File: config.mk
export PLATFORM = sky130hd
export DESIGN_NAME = hsv_to_rgb_converter_core
export DESIGN_NICKNAME = d
export VERILOG_FILES = /design/src/rtl/hsv2rgb_pkg.sv /design/src/rtl/hsv2rgb_prep.sv /design/src/rtl/hsv2rgb_frac_mul.sv /design/src/rtl/hsv2rgb_scale.sv /design/src/rtl/hsv_to_rgb_converter_core.sv
export SDC_FILE = /design/constraint.sdc
export NUM_CORES = 2
export LEC_CHECK = 0
export BUFFER_PORTS_ARGS = -buffer_cell sky130_fd_sc_hd__buf_4
export CORE_ASPECT_RATIO = 1.4
export CORE_UTILIZATION = 40
export CTS_BUF_LIST = sky130_fd_sc_hd__clkbuf_8
export CTS_CLUSTER_DIAMETER = 40
export DETAILED_ROUTE_END_ITERATION = 8
export GPL_TIMING_DRIVEN = 0
export PLACE_DENSITY_LB_ADDON = 0.1
export SLEW_MARGIN = 20
export SYNTH_ARGS = -nofsm -noshare
export SYNTH_HDL_FRONTEND = slang
export SYNTH_SLANG_ARGS = --single-unit
File: constraint.sdc
create_clock -name clk -period 17.1 [get_ports clk]
set_clock_uncertainty 0.1 [all_clocks]
set_input_delay 0.855 -clock clk [delete_from_list [all_inputs] [get_ports clk]]
set_output_delay 0.855 -clock clk [all_outputs]
set_load 0.03 [all_outputs]
File: src/rtl/hsv2rgb_pkg.sv
package hsv2rgb_pkg;

  localparam int unsigned CompW = 16;
  localparam int unsigned SecW  = 3;

  localparam logic [CompW-1:0] ONE_Q15  = 16'd32768;
  localparam logic [CompW:0]   FRAC_ONE = 17'd65536;

  typedef enum logic [SecW-1:0] {
    SEC_RED_YEL  = 3'd0,
    SEC_YEL_GRN  = 3'd1,
    SEC_GRN_CYN  = 3'd2,
    SEC_CYN_BLU  = 3'd3,
    SEC_BLU_MAG  = 3'd4,
    SEC_MAG_RED  = 3'd5
  } sector_t;

  // after hue scaling and input clamping
  typedef struct packed {
    logic [SecW-1:0]  sector;
    logic [CompW-1:0] frac;
    logic [CompW-1:0] sat;
    logic [CompW-1:0] val;
  } prep_t;

  // after the saturation products
  typedef struct packed {
    logic [SecW-1:0]  sector;
    logic [CompW-1:0] sat;
    logic [CompW-1:0] val;
    logic [CompW-1:0] x_q;
    logic [CompW-1:0] x_t;
  } frac_t;

  // after the brightness products
  typedef struct packed {
    logic [SecW-1:0]  sector;
    logic             grey;
    logic [CompW-1:0] val;
    logic [CompW-1:0] p;
    logic [CompW-1:0] q;
    logic [CompW-1:0] t;
  } scaled_t;

  function automatic logic [CompW-1:0] sat_q15(input logic [CompW-1:0] x);
    return (x > ONE_Q15) ? ONE_Q15 : x;
  endfunction

endpackage

File: src/rtl/hsv2rgb_prep.sv
module hsv2rgb_prep
  import hsv2rgb_pkg::*;
(
  input  logic             clk,
  input  logic             en,
  input  logic [CompW-1:0] hue,
  input  logic [CompW-1:0] saturation,
  input  logic [CompW-1:0] brightness,
  output prep_t            prep_r
);

  logic [CompW+2:0] h6;
  prep_t            prep_nxt;

  // hue * 6 = hue * 4 + hue * 2
  assign h6 = {1'b0, hue, 2'b00} + {2'b00, hue, 1'b0};

  always_comb begin
    prep_nxt.sector = h6[CompW+2:CompW];
    prep_nxt.frac   = h6[CompW-1:0];
    prep_nxt.sat    = sat_q15(saturation);
    prep_nxt.val    = sat_q15(brightness);
  end

  always_ff @(posedge clk) begin
    if (en) begin
      prep_r <= prep_nxt;
    end
  end

endmodule

File: src/rtl/hsv2rgb_frac_mul.sv
module hsv2rgb_frac_mul
  import hsv2rgb_pkg::*;
(
  input  logic  clk,
  input  logic  en,
  input  prep_t prep,
  output frac_t frac_r
);

  logic [CompW:0]     inv_frac;
  logic [2*CompW-1:0] prod_q;
  logic [2*CompW:0]   prod_t;
  frac_t              frac_nxt;

  assign inv_frac = FRAC_ONE - {1'b0, prep.frac};
  assign prod_q   = prep.sat * prep.frac;
  assign prod_t   = {1'b0, prep.sat} * inv_frac;

  always_comb begin
    frac_nxt.sector = prep.sector;
    frac_nxt.sat    = prep.sat;
    frac_nxt.val    = prep.val;
    // both products stay at or below 1.0 in Q1.15 after the shift
    frac_nxt.x_q    = prod_q[2*CompW-1:CompW];
    frac_nxt.x_t    = prod_t[2*CompW-1:CompW];
  end

  always_ff @(posedge clk) begin
    if (en) begin
      frac_r <= frac_nxt;
    end
  end

endmodule

File: src/rtl/hsv2rgb_scale.sv
module hsv2rgb_scale
  import hsv2rgb_pkg::*;
(
  input  logic    clk,
  input  logic    en,
  input  frac_t   frac,
  output scaled_t scaled_r
);

  logic [CompW-1:0]   om_p, om_q, om_t;
  logic [2*CompW-1:0] prod_p, prod_q, prod_t;
  scaled_t            scaled_nxt;

  assign om_p = ONE_Q15 - frac.sat;
  assign om_q = ONE_Q15 - frac.x_q;
  assign om_t = ONE_Q15 - frac.x_t;

  assign prod_p = frac.val * om_p;
  assign prod_q = frac.val * om_q;
  assign prod_t = frac.val * om_t;

  always_comb begin
    scaled_nxt.sector = frac.sector;
    scaled_nxt.grey   = (frac.sat == '0);
    scaled_nxt.val    = frac.val;
    scaled_nxt.p      = prod_p[2*CompW-2:CompW-1];
    scaled_nxt.q      = prod_q[2*CompW-2:CompW-1];
    scaled_nxt.t      = prod_t[2*CompW-2:CompW-1];
  end

  always_ff @(posedge clk) begin
    if (en) begin
      scaled_r <= scaled_nxt;
    end
  end

endmodule

File: src/rtl/hsv_to_rgb_converter_core.sv
// channel  | ports                                          | dir
// input    | in_valid in_ready in_hue in_saturation         | in
//          | in_brightness                                  |
// result   | out_valid out_ready out_red out_green out_blue | out
//
// Four register stages: hue scaling, saturation products, brightness
// products, sector select into the output register. One transaction per
// cycle sustained while the output is not stalled.
// rst_n (synchronous, active low) clears the stage valid bits only.
// Each stage holds while the next one is full and stalled, so bubbles
// are squeezed out; input stalls only once all four stages are full.
module hsv_to_rgb_converter_core
  import hsv2rgb_pkg::*;
(
  input  logic             clk,
  input  logic             rst_n,
  input  logic             in_valid,
  output logic             in_ready,
  input  logic [CompW-1:0] in_hue,
  input  logic [CompW-1:0] in_saturation,
  input  logic [CompW-1:0] in_brightness,
  output logic             out_valid,
  input  logic             out_ready,
  output logic [CompW-1:0] out_red,
  output logic [CompW-1:0] out_green,
  output logic [CompW-1:0] out_blue
);

  logic    v1_r, v2_r, v3_r, vo_r;
  logic    v1_nxt, v2_nxt, v3_nxt, vo_nxt;
  logic    rdy1, rdy2, rdy3, rdy4;
  prep_t   prep_r;
  frac_t   frac_r;
  scaled_t scaled_r;
  logic [CompW-1:0] red_r, green_r, blue_r;
  logic [CompW-1:0] red_nxt, green_nxt, blue_nxt;

  assign rdy4 = !vo_r || out_ready;
  assign rdy3 = !v3_r || rdy4;
  assign rdy2 = !v2_r || rdy3;
  assign rdy1 = !v1_r || rdy2;

  assign v1_nxt = rdy1 ? in_valid : v1_r;
  assign v2_nxt = rdy2 ? v1_r : v2_r;
  assign v3_nxt = rdy3 ? v2_r : v3_r;
  assign vo_nxt = rdy4 ? v3_r : vo_r;

  always_ff @(posedge clk) begin
    if (!rst_n) begin
      v1_r <= 1'b0;
      v2_r <= 1'b0;
      v3_r <= 1'b0;
      vo_r <= 1'b0;
    end else begin
      v1_r <= v1_nxt;
      v2_r <= v2_nxt;
      v3_r <= v3_nxt;
      vo_r <= vo_nxt;
    end
  end

  hsv2rgb_prep u_prep (
    .clk        (clk),
    .en         (rdy1),
    .hue        (in_hue),
    .saturation (in_saturation),
    .brightness (in_brightness),
    .prep_r     (prep_r)
  );

  hsv2rgb_frac_mul u_frac_mul (
    .clk    (clk),
    .en     (rdy2),
    .prep   (prep_r),
    .frac_r (frac_r)
  );

  hsv2rgb_scale u_scale (
    .clk      (clk),
    .en       (rdy3),
    .frac     (frac_r),
    .scaled_r (scaled_r)
  );

  always_comb begin
    red_nxt   = scaled_r.val;
    green_nxt = scaled_r.val;
    blue_nxt  = scaled_r.val;
    if (!scaled_r.grey) begin
      unique case (scaled_r.sector)
        SEC_RED_YEL: begin
          red_nxt = scaled_r.val; green_nxt = scaled_r.t;   blue_nxt = scaled_r.p;
        end
        SEC_YEL_GRN: begin
          red_nxt = scaled_r.q;   green_nxt = scaled_r.val; blue_nxt = scaled_r.p;
        end
        SEC_GRN_CYN: begin
          red_nxt = scaled_r.p;   green_nxt = scaled_r.val; blue_nxt = scaled_r.t;
        end
        SEC_CYN_BLU: begin
          red_nxt = scaled_r.p;   green_nxt = scaled_r.q;   blue_nxt = scaled_r.val;
        end
        SEC_BLU_MAG: begin
          red_nxt = scaled_r.t;   green_nxt = scaled_r.p;   blue_nxt = scaled_r.val;
        end
        default: begin
          red_nxt = scaled_r.val; green_nxt = scaled_r.p;   blue_nxt = scaled_r.q;
        end
      endcase
    end
  end

  always_ff @(posedge clk) begin
    if (rdy4) begin
      red_r   <= red_nxt;
      green_r <= green_nxt;
      blue_r  <= blue_nxt;
    end
  end

  assign in_ready  = rdy1;
  assign out_valid = vo_r;
  assign out_red   = red_r;
  assign out_green = green_r;
  assign out_blue  = blue_r;

endmodule

==> results.cfg <==
[routing]
top_layer = met5
vias = 35900
wl_met3_um = 5730
wl_um = 163000
ant_nets = 0
dr.first_iter.drc_count = 1850
wl_met2_um = 86300
wl_met1_um = 56900
viasPerCell = 5.10
drc = 0
wl_per_cell_um = 23.2
dr.pass1.iters = 5

[yosys]
syn-num-nets = 6742
synthCells = 5228
synth_ff_type = edfxtp_1
ys_ff_latch = 237
synth-seq-area-share_pct = 14.2
netlist_top_cells_count = 1104 x inv_1, 949 x fa_1, 728 x nand2_1, 563 x and2_1, 513 x ha_1
post_synth.cell_area_avg_um2 = 9.51
synth_area_leaders = fa_1 38%, edfxtp_1 14%, ha_1 13%
synth_cell_types = 74
syn_area_um2 = 49700
synth_edf_count = 233
async_flop_share_pct = 0
synth_top_cell_area_share_pct = 38.2
yosysTopAreaCell = fa_1
yosys_warnings = 0
yosys.cell_count.top_type = inv_1

[placement]
dpl-instance-area_um2 = 52600
dp_slack_ns = 7.50
numPortBuffers = 99
gp_congestion = 0.938
dp_hpwl_um = 139000

[clocking]
worstSkewPairLatency_ns = 0.73
cts_sinks = 237
clk_root_buffer_cell = clkbuf_8
path_clk_slew_ns = 0.06
cts_buffers = 49
post_cts.repair.setup_buffers = 0
cts_tree = yes
holdBufCountCts = 0
cts.path.max_buffers = 3
htree_levels = 2
ctsResizeCount = 0

[floorplanning]
rows = 152
die_y_um = 419
io_pins = 102
initial_core_util_pct = 40.5
die_area_um2 = 126000
core_area_um2 = 123000
die_w_um = 300

[worst_setup_path]
r2r-start = u_prep.prep_r[36]$_DFFE_PP_
cp-start-kind = flop
worst_ep_required_time_ns = 17.45
cp_num_buf_inv = 5
reg2reg_to = u_frac_mul.frac_r[15]$_DFFE_PP_
r2r_slack_ns = 7.50
reg2regPathDepth = 27
crit_type = flop to flop
crit_start = u_prep.prep_r[36]$_DFFE_PP_
slowest_stage = xor2_1
arrival_ns = 9.96
crit_top_cell = fa_1
critPathMaxStageDelay_ns = 0.85
path_max_fanout = 10
critPathTopFamily = adder cells
end_kind = flop

[sta]
max_freq_ghz = 0.104
fin_crit_ns = 9.60
fin_crit_sh_pct = 56.2
tns_ns = 0
rsz0062_at_grt = no
final_max_slew_viol_count = 0
fin_ws_ns = 7.50
slew_headroom_pct = 16.7
setup_violations = 0
hold_viol_final = 0
tightest_slew_ns = 1.24

[min_path]
whs_path_depth = 1
min_to = u_prep.prep_r[31]$_SDFFCE_PN1P_
worstHoldPathType = input pin to flop
min_from = in_saturation[15]

[global_routing]
grt_start_max_net_pins = 57
grt_overflow = 0
grt_pass1_wl_um = 246000
antenna_found_initial = 8
grtUsageTotal_pct = 26.9
grt_pass1_vias = 39600

[job]
drv_cap = 0

[final_layout]
syn2layout_area_growth_pct = 7.93
layout-drive-gt1-share_pct = 3.87
layout.nets = 6896
design_area_um2 = 53600

[outcome]
status = finished, final reports clean
cells by family (layout without fill, tap and decap cells):
family                     after synthesis  after routing  share of synthesized area (%)
buffers and inverters                 1364           1558                           10.3
xor gates and xnor gates               151            151                           2.69
muxes                                   65             65                           1.31
adders and majority gates             1462           1462                           51.1
DFF                                    237            237                           14.2
and+or+nand+nor                       1629           1629                           16.2
other                                    0              1                              0
AOI/OAI and AO/OA                      320            320                           4.14
worst max path at each step:
stage / slack [ns] / endpoint / cells after the start
floorplan: 9.69 / u_scale.scaled_r[15]$_DFFE_PP_ / 28
global placement: 7.48 / u_frac_mul.frac_r[15]$_DFFE_PP_ / 28
detailed placement: 7.50 / u_frac_mul.frac_r[15]$_DFFE_PP_ / 27
CTS: 7.41 / u_frac_mul.frac_r[15]$_DFFE_PP_ / 27
global route: 6.96 / u_frac_mul.frac_r[15]$_DFFE_PP_ / 27
finish: 7.50 / u_frac_mul.frac_r[15]$_DFFE_PP_ / 27
flip-flops by register name (all words and copies together) (netlist names):
name,flops
v2_r,1
u_frac_mul.frac_r,67
out_green,16
out_valid,1
u_prep.prep_r,50
v1_r,1
v3_r,1
out_red,16
u_scale.scaled_r,68
out_blue,16
placed cells by master (no fill, tap or decap), types with 6 or more instances in the layout:
master	Yosys	routed
inv_1	1104	1107
fa_1	949	949
nand2_1	728	726
and2_1	563	563
ha_1	513	513
clkbuf_1	246	244
edfxtp_1	233	233
nor2_1	132	132
a21oi_1	113	113
xnor2_1	104	103
buf_4	0	99
mux2i_1	64	64
o21ai_0	60	59
clkbuf_8	0	49
xor2_1	45	45
nor2b_1	44	44
nor3_1	40	40
o22a_1	32	32
nand3_1	26	26
a21o_1	21	21
and3_1	20	20
nor4_1	20	20
a22oi_1	17	17
o21a_1	13	13
nand4_1	12	12
buf_1	11	11
o211ai_1	10	10
clkinvlp_4	0	10
or3_1	8	8
clkinv_1	0	8
o21bai_1	7	7
a31oi_1	6	6
inv_6	0	6
stage by stage:
step,util (%),cells,hold WS [ns]
floorplan,-,5228,0.300
global placement,42.7,6944,0.303
detailed placement,42.8,6948,0.305
CTS,43.7,7039,0.121
global route,43.7,7040,0.162
finish,43.7,7040,0.192
routing by layer:
metal / global-route usage [%] / vias up
li1: - / 16200
met1: 27.7 / 18300
met2: 50.2 / 946
met3: 2.90 / 464
met4: 19.3 / 12
met5: 0 / -
final cells by class:
cell class | count | area (um^2)
inverter | 1104 | 4150
timing repair buffer | 103 | 846
antenna | 1 | 2.50
tap | 1617 | 2020
fill | 12400 | 69200
clock inverter | 42 | 367
clock buffer | 49 | 674
sequential | 237 | 7080
multi-input combinational | 3627 | 37500
buffer | 260 | 988
Power is left out: the tool's default activity adds up to more than one toggle a clock period on the data nets, which glitch-free logic cannot reach.
